**config.mk**
```make
export PLATFORM = sky130hd
export DESIGN_NAME = rfzp_sum
export DESIGN_NICKNAME = d
export VERILOG_FILES = /design/src/rtl/rfzp_pkg.sv /design/src/rtl/rfzp_sum.sv
export SDC_FILE = /design/constraint.sdc
export NUM_CORES = 1
export LEC_CHECK = 0
export BUFFER_PORTS_ARGS = -buffer_cell sky130_fd_sc_hd__buf_2
export CAP_MARGIN = 25
export CORE_MARGIN = 5
export CORE_UTILIZATION = 40
export DETAILED_ROUTE_END_ITERATION = 16
export PLACE_DENSITY = 0.72
export SLEW_MARGIN = 20
export SYNTH_ARGS = -nofsm -noshare
export SYNTH_HDL_FRONTEND = slang
export SYNTH_SLANG_ARGS = --single-unit
```
**constraint.sdc**
```tcl
create_clock -name clk_i -period 9.95 [get_ports clk_i]
set_clock_uncertainty 0.05 [all_clocks]
set_input_delay 1.4925 -clock clk_i [delete_from_list [all_inputs] [get_ports clk_i]]
set_output_delay 1.4925 -clock clk_i [all_outputs]
set_load 0.01 [all_outputs]
```
**src/rtl/rfzp_pkg.sv**
```systemverilog
// rfzp_pkg: shared types and constants of the zero-padded row FIR filter
// no dependencies; imported by every module of the block
`default_nettype none

package rfzp_pkg;

  localparam int unsigned MaxTaps      = 15;
  localparam int unsigned TapW         = 4;
  localparam int unsigned HalfW        = 3;
  localparam int unsigned PosW         = 13;
  localparam int unsigned SampleW      = 16;
  localparam int unsigned CoefW        = 16;
  localparam int unsigned CoefFracBits = 14;
  localparam int unsigned ProdW        = SampleW + CoefW;
  localparam int unsigned GrpSize      = 4;
  localparam int unsigned NumGrps      = 4;
  localparam int unsigned GrpW         = ProdW + 2;
  localparam int unsigned SumW         = GrpW + 1;
  localparam int unsigned CoefsPerReg  = 4;
  localparam int unsigned NumCoefRegs  = 4;
  localparam int unsigned CfgIdxW      = 3;
  localparam int unsigned CfgDataW     = 64;

  localparam logic [PosW-1:0] PosCap  = PosW'(4095);
  localparam logic [TapW-1:0] TapsRst = TapW'(3);

  typedef enum logic [CfgIdxW-1:0] {
    CfgTapCount = 3'd0,
    CfgCoef0    = 3'd1,
    CfgCoef1    = 3'd2,
    CfgCoef2    = 3'd3,
    CfgCoef3    = 3'd4
  } cfg_idx_e;

  typedef logic signed [SampleW-1:0] sample_t;
  typedef logic signed [CoefW-1:0]   coef_t;
  typedef logic signed [ProdW-1:0]   prod_t;

  typedef struct packed {
    logic signed [SampleW-1:0] sample;
    logic                      last_in_row;
  } rfzp_in_t;

  typedef struct packed {
    logic signed [SampleW-1:0] filtered;
    logic                      row_end;
  } rfzp_out_t;

  typedef struct packed {
    logic valid;
    logic row_end;
  } stage_ctl_t;

endpackage

`default_nettype wire

```
**src/rtl/rfzp_sum.sv**
```systemverilog
// rfzp_sum: registered adder tree over the cell products, rounding, saturation, output register
// depends on rfzp_pkg
`default_nettype none

module rfzp_sum
  import rfzp_pkg::*;
(
  input  wire logic       clk_i,
  input  wire logic       rst_ni,
  input  wire logic       pipe_en_i,
  input  wire stage_ctl_t ctl_i,
  input  wire prod_t      prod_i [MaxTaps],
  output logic            out_valid_o,
  output rfzp_out_t       out_req_o
);

  localparam int unsigned ShrW = SumW - CoefFracBits;
  localparam logic signed [SumW-1:0] RoundBias = SumW'(2 ** (CoefFracBits - 1));
  localparam logic signed [ShrW-1:0] SatMax    = ShrW'((2 ** (SampleW - 1)) - 1);
  localparam logic signed [ShrW-1:0] SatMin    = -ShrW'(2 ** (SampleW - 1));

  logic signed [GrpW-1:0] grp_q [NumGrps];
  logic signed [GrpW-1:0] grp_d [NumGrps];
  logic signed [SumW-1:0] sum_q, sum_d;
  logic signed [SumW-1:0] rnd;
  logic signed [ShrW-1:0] shr;
  sample_t                filt_d;
  stage_ctl_t             ctl2_q, ctl3_q, ctl4_q;
  sample_t                filt_q;

  always_comb begin
    for (int g = 0; g < NumGrps; g++) begin
      grp_d[g] = '0;
      for (int i = 0; i < GrpSize; i++) begin
        if (g * GrpSize + i < MaxTaps) begin
          grp_d[g] = grp_d[g] + GrpW'(prod_i[g * GrpSize + i]);
        end
      end
    end
  end

  always_comb begin
    sum_d = '0;
    for (int g = 0; g < NumGrps; g++) begin
      sum_d = sum_d + SumW'(grp_q[g]);
    end
  end

  assign rnd = sum_q + RoundBias;
  assign shr = rnd[SumW-1:CoefFracBits];

  always_comb begin
    if (shr > SatMax) begin
      filt_d = SatMax[SampleW-1:0];
    end else if (shr < SatMin) begin
      filt_d = SatMin[SampleW-1:0];
    end else begin
      filt_d = shr[SampleW-1:0];
    end
  end

  always_ff @(posedge clk_i) begin
    if (pipe_en_i) begin
      grp_q  <= grp_d;
      sum_q  <= sum_d;
      filt_q <= filt_d;
    end
  end

  always_ff @(posedge clk_i or negedge rst_ni) begin
    if (!rst_ni) begin
      ctl2_q <= '0;
      ctl3_q <= '0;
      ctl4_q <= '0;
    end else if (pipe_en_i) begin
      ctl2_q <= ctl_i;
      ctl3_q <= ctl2_q;
      ctl4_q <= ctl3_q;
    end
  end

  assign out_valid_o        = ctl4_q.valid;
  assign out_req_o.filtered = filt_q;
  assign out_req_o.row_end  = ctl4_q.row_end;

endmodule

`default_nettype wire

```
* Word-level counts from Yosys, hierarchy flattened *
Index checks and enable logic that the tools add are counted.

cells by class
  $add $sub $neg = 15
  multipliers = 0
  div/mod/pow operators = 0
  magnitude comparators = 2
  equal/unequal tests = 0
  shifts and indexed selects = 0
  multiplexer cells = 1
  bitwise logic cells = 0
  reduce and logical (&&, ||, !) cells = 0

operator list
  operator                  number
  $add A33 B32 Y34          4
  $add A32 B32 Y33          4
  $add A34 B32 Y34          3
  $add A35 B34 Y35          2
  $add A34 B34 Y35          1
  $add A35 B15 Y35 const B  1
  $gt A21 B16 Y1 const B    1
  $lt A21 B16 Y1 const B    1
  $mux W16                  1

storage, ports and cells
  bits in registers = 193
  latch bits = 0
  bits in writable memories = 0
  ROM bits = 0
  input port bits = 485
  memories kept = 0

* Logic depth before layout (Yosys ltp) *
  depth after elaboration = 3
  mapped depth = 14
  depth with buffers taken out = 14

* Least setup slack after synthesis *
Ideal clock, no wire load.

  path type = input -> register
  start = input port prod_i[353] (netlist bit)
  end = register grp_q[123] (netlist bit) (data pin)
  setup time = 0.260 ns
  data arrival time = 4.682 ns
  slack = 4.958 ns
  stages on the path = 14
  path through = inv_1 fa_1 inv_1 fa_1 ha_1 fa_1 a21o_1 a21oi_1 o21a_1 o21ai_1 a21o_1 a21o_1 a211o_1 xor2_1

RTL lines
  item                  line            RTL
  from (decl)           rfzp_sum.sv:12  input wire prod_t prod_i [MaxTaps],
  to (signal assigned)  rfzp_sum.sv:64  grp_q <= grp_d;
  to (decl)             rfzp_sum.sv:22  logic signed [GrpW-1:0] grp_q [NumGrps];

==> out/metrics.yaml <==
fmax_mhz: 187.4
min_path_type: "register to register"
hpwl_mm: 48.79
core_area_sq_um: 54130
async_flop_share_pct: 3.333
synth.avg_cell_area_sq_um: 9.614
vias: 17154
rsz0062_at_grt: "false"
area_growth_pct: 18.01
final_antenna_net_count: 0
die_y_um: 244.3
cts_made_buffers: 17
finalPower_w: 0.008664
dp.cells: 3464
synth_top_area_share_pct: 26.91
hold_viol_final: 0
drt_iter0_drc: 994
holdWs_ns: 0.4535
critPathMaxFanout: 6
crit_required_ns: 10.08
place_congestion: 0.9004
initial_utilization_pct: 40.55
p_leak_nw: 13.28
die_area_sq_um: 59660
synth_ff_type: "edfxtp_1"
worstPathArrival_ns: 5.46
ys_warn_count: 0
cap_violations: 0
grt_util_all_layers_pct: 18.38
grt.met1_usage_pct: 22.70
wl_mm: 55.56
grt-ovfl-total: 0
synth_nets: 3227
post_drt_via_cell_ratio: 4.905
stdcell_count: 3497
synthCells: 2283
finalWorstSetupSlack_ns: 4.615
synth-edff-count: 174
timing.slew.headroom_pct: 42.96
synth_area_sq_um: 21950
critPathLaunchType: "input pin"
power_density_nw_per_um2: 334.5
peakVddDrop_uv: 370.6
slew_violations: 0
grt_pass1_wl_mm: 87.28
grt_use_met3_pct: 3.582
finalSetupViolations: 0
ys_top_cells_by_area: "fa_1 (27%), edfxtp_1 (24%), inv_1 (11%), ha_1 (9.3%), xnor2_1 (3.6%)"
route.detailed.drc: 0
root_buffer: "clkbuf_16"
wl_per_cell_um: 15.89
drive_gt1_share_pct: 20.06
ios: 503
ys_types: 72
dieWidth_um: 244.3
htree_levels: 4
numClockSinks: 180
synth_common_cells: "inv_1 (655), fa_1 (295), edfxtp_1 (174), ha_1 (164), a21oi_1 (137)"
synth_largest_area_cell: "fa_1"
synth_seq_cells: 180
grt_antenna_before_repair: 0
cts_tree: "done"
yosysSeqAreaShare_pct: 24.49
top_usage_layer: "met2"
firstDrtPassIters: 6
io_buffers: 502
grt_util_met2_pct: 32.88
num_rows: 85
yosysMostFrequentCell: "inv_1"
status: "completed"
dp_slack_ns: 4.249
diodes: 0
cts-resized-gates: 0
worst_slew_pin_slew_ns: 0.8556
period_share_pct: 53.62
critPathKind: "input pin to register"
nets: 3732
cp-end-kind: "register"
setup_tns_ns: 0
period_needed_ns: 5.335
insertion_delay_ns: 0.44
cts_setup_buffers: 0
cts.path.max_buffers: 2
hold_buffers: 0
grt_start_max_net_pins: 99
grt_pass1_vias: 17260
clk_pin_slew_ns: 0.08
## cell type report
cell class	instances	area, sq um
fillers	5194	28230
multi-input cells	1428	14040
flip-flops and latches	180	5375
repair buffers	506	2574
inverters	655	2459
well taps	696	870.8
clock buffers	17	425.4
clock inverters	15	160.2
## metal layers
layer | routed length [um] | up-vias
li1 | - | 8391
met2 | 28290 | 506
met3 | 3620 | 68
met1 | 22020 | 8189
met5 | 0 | -
met4 | 1632 | 0
## path summary, 6_finish.rpt
check / startpoint / to / slack, ns / cells after the start
max in group asynchronous: rst_ni / ctl3_q[0] / 8.90 / 1
worst min-delay path: ctl2_q[0] / ctl2_q[0] / 0.45 / 1
min in group asynchronous: rst_ni / out_valid_o / 0.82 / 1
worst min register to register: ctl2_q[0] / ctl2_q[0] / 0.45 / 1
worst max-delay path: prod_i[234] / grp_q[101] / 4.61 / 15
worst max register to register: grp_q[38] / sum_q[28] / 5.71 / 13
## critical path: stages
cell             delay, ns
buf_2                 0.08
inv_1                 0.05
fa_1                  0.50
fa_1                  0.53
inv_1                 0.05
ha_1                  0.41
a21oi_1               0.17
o21ai_0               0.20
a2111oi_0             0.55
a2111oi_1             0.18
clkdlybuf4s18_2       0.30
nor2_1                0.30
o31ai_1               0.13
a2111oi_0             0.44
a311oi_1              0.09
## stage by stage
step / utilization, % / cell area [sq um]
3_5_place_dp: 46.72 / 25290
2_1_floorplan: - / 21950
3_3_place_gp: 46.70 / 25280
4_1_cts: 47.80 / 25880
6_report: 47.85 / 25900
5_1_grt: 47.85 / 25900
## power by group
part	internal (W)	switching [W]
registers	0.00153	0.000152
clock network	0.000357	0.000327
logic	0.00271	0.00358
## registers in the layout (all words and copies together), names as in the netlist
register and count:
ctl2_q 2, ctl3_q 2, filt_q 16, grp_q 136, out_req_o 1, out_valid_o 1, sum_q 22
## kinds of logic (layout without fill, tap and decap cells)
family	count (synthesis)	after routing	synth area share (%)
buffers and inverters	675	1193	11.55
adders and majority gates	459	459	36.25
AOI/OAI and AO/OA	437	437	13.00
and+or+nand+nor	381	381	8.568
DFF	180	180	24.49
xor gates and xnor gates	140	140	5.586
muxes	11	11	0.5529
## cells in the final DEF, fill, tap and decap left out, types with 6 or more instances in the layout
cell type / n
fa_1: 295
nand3_1: 40
clkbuf_16: 17
and4_1: 6
o21ai_0: 75
xor2_1: 50
buf_2: 501
inv_1: 655
o31ai_1: 15
dfrtp_1: 6
nor3_1: 28
a2111oi_0: 6
a21o_1: 56
mux2_2: 9
or3_1: 9
o21a_1: 21
a21oi_1: 137
nand4_1: 18
nand2b_1: 15
and2_1: 14
nand2_1: 80
edfxtp_1: 174
o2111ai_1: 6
o21bai_1: 17
xnor2_1: 90
nor2_1: 107
nor4_1: 6
a311oi_1: 6
a211oi_1: 15
a31oi_1: 13
and3_1: 23
nor2b_1: 16
ha_1: 164
o211ai_1: 16
(Power assumes the default switching activity.)
