==> src/rtl/rfzp_pkg.sv <==
// rfzp_pkg: shared types and constants of the zero-padded row FIR filter
// no dependencies; imported by every module of the block
`default_nettype none

package rfzp_pkg;

  localparam int unsigned MaxTaps      = 15;
  localparam int unsigned TapW         = 4;
  localparam int unsigned HalfW        = 3;
  localparam int unsigned PosW         = 13;
  localparam int unsigned SampleW      = 16;
  localparam int unsigned CoefW        = 16;
  localparam int unsigned CoefFracBits = 14;
  localparam int unsigned ProdW        = SampleW + CoefW;
  localparam int unsigned GrpSize      = 4;
  localparam int unsigned NumGrps      = 4;
  localparam int unsigned GrpW         = ProdW + 2;
  localparam int unsigned SumW         = GrpW + 1;
  localparam int unsigned CoefsPerReg  = 4;
  localparam int unsigned NumCoefRegs  = 4;
  localparam int unsigned CfgIdxW      = 3;
  localparam int unsigned CfgDataW     = 64;

  localparam logic [PosW-1:0] PosCap  = PosW'(4095);
  localparam logic [TapW-1:0] TapsRst = TapW'(3);

  typedef enum logic [CfgIdxW-1:0] {
    CfgTapCount = 3'd0,
    CfgCoef0    = 3'd1,
    CfgCoef1    = 3'd2,
    CfgCoef2    = 3'd3,
    CfgCoef3    = 3'd4
  } cfg_idx_e;

  typedef logic signed [SampleW-1:0] sample_t;
  typedef logic signed [CoefW-1:0]   coef_t;
  typedef logic signed [ProdW-1:0]   prod_t;

  typedef struct packed {
    logic signed [SampleW-1:0] sample;
    logic                      last_in_row;
  } rfzp_in_t;

  typedef struct packed {
    logic signed [SampleW-1:0] filtered;
    logic                      row_end;
  } rfzp_out_t;

  typedef struct packed {
    logic valid;
    logic row_end;
  } stage_ctl_t;

endpackage

`default_nettype wire

==> src/rtl/rfzp_cell.sv <==
// rfzp_cell: one window cell, holds a sample, passes it on and forms its tap product
// depends on rfzp_pkg
`default_nettype none

module rfzp_cell
  import rfzp_pkg::*;
(
  input  wire logic    clk_i,
  input  wire logic    rst_ni,
  input  wire logic    shift_en_i,
  input  wire logic    pipe_en_i,
  input  wire logic    zero_i,
  input  wire sample_t sample_i,
  input  wire coef_t   coef_i,
  output sample_t      sample_o,
  output prod_t        prod_o
);

  sample_t sample_q, sample_d;
  prod_t   prod_q, prod_d;

  assign sample_d = zero_i ? '0 : sample_i;
  assign prod_d   = sample_q * coef_i;

  always_ff @(posedge clk_i or negedge rst_ni) begin
    if (!rst_ni) begin
      sample_q <= '0;
    end else if (shift_en_i) begin
      sample_q <= sample_d;
    end
  end

  always_ff @(posedge clk_i) begin
    if (pipe_en_i) begin
      prod_q <= prod_d;
    end
  end

  assign sample_o = sample_q;
  assign prod_o   = prod_q;

endmodule

`default_nettype wire

==> config.mk <==
export PLATFORM = sky130hd
export DESIGN_NAME = rfzp_cell
export DESIGN_NICKNAME = d
export VERILOG_FILES = /design/src/rtl/rfzp_pkg.sv /design/src/rtl/rfzp_cell.sv
export SDC_FILE = /design/constraint.sdc
export NUM_CORES = 1
export LEC_CHECK = 0
export ABC_CLOCK_PERIOD_IN_PS = 5970
export BUFFER_PORTS_ARGS = -buffer_cell sky130_fd_sc_hd__buf_2
export CORE_ASPECT_RATIO = 1.25
export CORE_MARGIN = 4
export CORE_UTILIZATION = 30
export DETAILED_ROUTE_END_ITERATION = 12
export PLACE_DENSITY_LB_ADDON = 0.25
export SLEW_MARGIN = 25
export SYNTH_ARGS = -nofsm -noshare
export SYNTH_HDL_FRONTEND = slang
export SYNTH_SLANG_ARGS = --single-unit
==> constraint.sdc <==
create_clock -name clk_i -period 5.97 [get_ports clk_i]
set_clock_uncertainty 0.1 [all_clocks]
set_input_delay 0.2985 -clock clk_i [delete_from_list [all_inputs] [get_ports clk_i]]
set_output_delay 0.2985 -clock clk_i [all_outputs]
set_load 0.02 [all_outputs]
# [Word-level counts from Yosys, hierarchy flattened]
# Index checks and enable logic that the tools add are counted.
[word_totals] word_cells=4 regBits=48 in_bits=37 output_inout_bits=48
[classes] multipliers=1 n_mux=1
[op_table] op="$mul 16x16->32" count=1
[op_table] op="$mux 16" count=1

# [Depth between registers and ports, before layout]
[logic_depth] word_depth=1 ltp_mapped=23 ltp_nobuf=21

# [Least setup slack after synthesis]
# No wires, ideal clock.
[synth_path] kind="reg2reg" start="register sample_q[15], in the netlist sample_o[15]" end="register prod_q[30], in the netlist prod_o[30], data pin" stages_incl_launch_ff=21 arrival_time_ns=6.148 setup_time_ns=0.258 n_path_buf=1 synth_period_minus_slack_ns=6.505 path_slack_ns=-0.535 t_required_ns=5.612 cell_sequence="dfrtp_1 > clkbuf_1 > nand2_1 > inv_1 > fa_1 > fa_1 > fa_1 > fa_1 > fa_1 > inv_1 > fa_1 > inv_1 > ha_1 > and3_1 > nand3_1 > or4b_1 > a21oi_1 > o41ai_2 > o2111ai_1 > a21oi_1 > xnor2_1"
[synth_via] elab_chain_cells=1
[synth_lines] item="start: declaration" line="rfzp_cell.sv:19" text="sample_t sample_q, sample_d;"
[synth_lines] item="start signal: assignment" line="rfzp_cell.sv:29" text="sample_q <= sample_d;"
[synth_lines] item="$mul 16x16->32" line="rfzp_cell.sv:23" text="assign prod_d = sample_q * coef_i;"
[synth_lines] item="via prod_d[30]" line="rfzp_cell.sv:20" text="prod_t prod_q, prod_d;"
[synth_lines] item="end signal: assignment" line="rfzp_cell.sv:35" text="prod_q <= prod_d;"
[synth_lines] item="end: declaration" line="rfzp_cell.sv:20"
# The timed path passes the listed nets, and every way through them passes these cells.
# A chain may end at the register's enable or synchronous reset.

# [Final worst setup path]
[layout_path] start="register sample_q[10], in the netlist sample_o[10]" end="register prod_q[30], in the netlist prod_o[30], data pin"
# Same word-level chain as after synthesis.

==> results.txt <==
The flow ran to the end, but the final reports show violations. The checks that failed: negative setup slack. The clock insertion delay at the later pin of the skew report came out at 0.31 ns. The DRC violation count after routing came out at 0. The routed via count is 8494. The vertical extent of the die is 227 um. The final HPWL from detailed placement is 25.7 mm. TritonCTS built the clock tree. The cell with the biggest individual delay on the critical path is fa_1. The worst setup path is captured at a flip-flop. In the synthesized netlist the dominant register cell turns out to be edfxtp_1. The via count of the first global-routing pass is 9405. Among the stages of the critical path, the cell type that occurs most often is fa_1. The top achievable clock speed came out at 165 MHz. The total count of hold-check failures in the final report is 0.

The count of unique library cells instantiated by Yosys came out at 46. The tightest min-delay check is of the in -> reg type. In the final layout, the share of cells above drive strength 1 is 23.7%. The post-layout minimum cycle time is 6.08 ns. The maximum number of pins on one net before global-route repair came out at 33. Setup violations remaining at the end of the flow were counted as 3. The worst setup path is launched from a flip-flop. Traced cell by cell, the critical path runs through buf_6 -> buf_4 -> and2_1 -> fa_1 -> fa_1 -> fa_1 -> fa_1 -> fa_1 -> inv_1 -> fa_1 -> inv_1 -> ha_4 -> and3_4 -> nand3_2 -> or4b_4 -> a21oi_4 -> o41ai_4 -> o2111ai_1 -> a21oi_1 -> xnor2_1. Wires add up to 29.9 mm. The worst hold path terminates at sample_o[6].

The top cell type by total area after synthesis is fa_1. The number of nets in the finished design came out at 1774. The critical path in this run is classified as reg -> reg. The library cell used most frequently in the layout, excluding fill and tap cells, is inv_1.

In the final layout, the multi-input gates occupy 9200 um2. The total number of yosys warnings came out at 0. The end of the worst register-to-register path is prod_o[30].

Summing the sequential cell areas from Yosys gives 11.8% of the chip area. The startpoint identified for the worst hold timing path is sample_i[6]. The proportion of register bits with asynchronous set or reset after synthesis is 33.3%. TritonCTS created 5 clock buffers. The first-pass GRT wire length is 48.5 mm. CTS built an H-tree with a depth of 2. The DRC marker count from the first detailed-route iteration is 280. The final max-slew violation count came out at 0.

The flip-flop and latch count after synthesis came out at 48. The total congestion overflow came out at 0. The detailed-router iteration count before antenna repair is 4. The final standard cell area without fillers came out at 14200 um2.

The synthesized design devotes to its leading area cell type 45.5% of total area. Data on the critical path is required at its endpoint by 5.94 ns. The worst path setup slack after routing is -0.108 ns. The detail route stage leaves a number of antenna-violating nets equal to 0. The die outline area is 41700 um2. In the synthesized netlist, the number of instances is 1193. The repair_antennas step left the layout with diodes totalling 0.

The number of buffers and inverters on the critical path came out at 4. The total area of sequential cells is 1380 um2. The logic depth of the worst register-to-register path came out at 20. The congestion estimate from routability-driven global placement came to 0.867. On the critical path the largest part of the delay comes from adder cells. The total routing resource utilization after global routing came out at 14.8%. The most critical setup path has its startpoint at sample_o[10].

The worst register-to-register path has a setup slack of -0.11 ns. The initial antenna violation count came out at 0. The number of nets handed over by synthesis was 1574.

The tool flagged a number of max-cap violations equal to 0. Measured along the x axis, the die boundary spans 183 um. The worst hold path cell count is 3.

The starting density of the core came out at 30.3%. The total number of placement rows came out at 80. The worst slew margin relative to its limit came out at 42.4%. The via density per instance is 4.50. The clock net in this run drives a total of 48 sinks. The maximum net fanout on the critical path is 7. In the post-synthesis netlist, the biggest area contributors are fa_1, inv_1, ha_1, edfxtp_1, and2_1. The total instance count after detailed placement came out at 1850. The count of placed standard cells in the final layout, fillers left out came out at 1886. The filler cell count came out at 3925.

The fraction of the cycle the final worst path needs is 102%. The layout-stage area growth over the synthesis result came out at 23.1%. In the layout the commonest cells are inv_1, fa_1, nand2_1, buf_4, and2_1. The register clock-pin slew on the reported worst setup and hold paths is 0.07 ns. The largest single stage delay on the critical path is 0.56 ns.

The number of buffers added on ports came out at 84. The data arrival at the endpoint of the critical path came out at 6.05 ns. In this run the standard cell core region covers 38100 um2. Setup repair after global routing could not meet its margin everywhere. The synthesized design contains 32 enable-type register cells. The actual slew at the worst max-slew pin came out at 0.865 ns. Pin placement for this block handled 85 I/O pins. The maximum buffer depth of the clock tree is 2. The post-placement cell area is 13500 um2. The post-synthesis instance area is 11500 um2. The startpoint identified for the worst register-to-register timing path is sample_o[10]. The synthesized area per cell came out at 9.67 um2. The tree is rooted in a clkbuf_16.

After detailed routing, the average wire length per cell comes to 15.8 um.
## repair_timing
| action | CTS | global route |
|---|---|---|
| gates cloned | 0 | 1 |
| hold endpoints to repair | 16 | 0 |
| hold buffers | 1 | 0 |
| setup endpoints to repair | 11 | 12 |
| pin swaps | 14 | 44 |
| gates resized for setup | 24 | 54 |
| setup buffers | 16 | 12 |
## cells in the mapped netlist, types with 2 or more instances
cell	count
xor2_1	10
nand4_1	3
nor3_1	5
fa_1	262
xnor2_1	27
a21oi_2	2
o21a_1	2
a21oi_1	17
nand2_1	135
edfxtp_1	32
ha_1	82
or4b_1	2
dfrtp_1	16
and2_1	122
o21ai_0	22
inv_1	306
o211ai_1	2
or2_2	2
nand3b_1	16
nand3_1	5
a31oi_1	7
o21bai_1	4
nor2_1	26
a21o_1	18
and3_1	6
o31ai_1	2
clkbuf_1	41
## stage by stage
stage | utilization [%] | hold WS [ns] | worst slack, ns | TNS [ns]
after floorplan | - | -0.0971 | -0.0433 | -0.0433
after global placement | 35.5 | 0.131 | -0.238 | -1.44
after detailed placement | 35.5 | 0.134 | -0.264 | -1.60
after CTS | 36.5 | 0.105 | -0.138 | -0.321
after global routing | 37.3 | 0.130 | -0.294 | -1.19
final | 37.3 | 0.120 | -0.108 | -0.265
## sequential cells by signal, indices dropped and copies added, names as in the netlist
signal	flops
prod_o	32
sample_o	16
## worst max-delay path by stage
stage                            end  slack (ns)  cells after the start
final                     prod_o[30]       -0.11                     20
after global routing      prod_o[30]       -0.29                     21
after CTS                 prod_o[22]       -0.14                     21
after detailed placement  prod_o[22]       -0.26                     19
after global placement    prod_o[22]       -0.24                     21
after floorplan           prod_o[30]       -0.04                     20
## tightest hold or removal path, delay by kind of cell
kind / cells / cell delay, ns
buffers and inverters: 1 / 0.07
and+or+nand+nor: 1 / 0.06
AOI/OAI and AO/OA: 1 / 0.07
## layer usage
metal	track usage [%]	routed length, um	up-vias
met1	17.8	11900	4408
met2	27.8	16500	116
met3	1.39	649	38
met5	0	0	-
met4	4.81	877	0
li1	-	-	3932
## layout make-up
| cell class | count | share of cell area, % |
|---|---|---|
| well taps | 492 | 4.33 |
| inverters | 306 | 8.08 |
| clock inverters | 1 | 0.0264 |
| flip-flops and latches | 48 | 9.69 |
| repair buffers | 235 | 12.2 |
| multi-input cells | 797 | 64.7 |
| clock buffers | 7 | 0.933 |
## logic make-up (layout without fill, tap and decap cells)
| kind of cell | count (synthesis) | count (layout) | synth area share (%) |
|---|---|---|---|
| flip-flops | 48 | 48 | 11.8 |
| adder cells (fa/ha/maj) | 344 | 344 | 54.3 |
| buffers and inverters | 348 | 549 | 11.4 |
| AO/OA/AOI/OAI | 88 | 88 | 5.22 |
| XOR/XNOR | 37 | 37 | 2.81 |
| AND/OR/NAND/NOR | 328 | 328 | 14.5 |
Power is left out: the tool's default activity adds up to more than one toggle a clock period on the data nets, which glitch-free logic cannot reach.
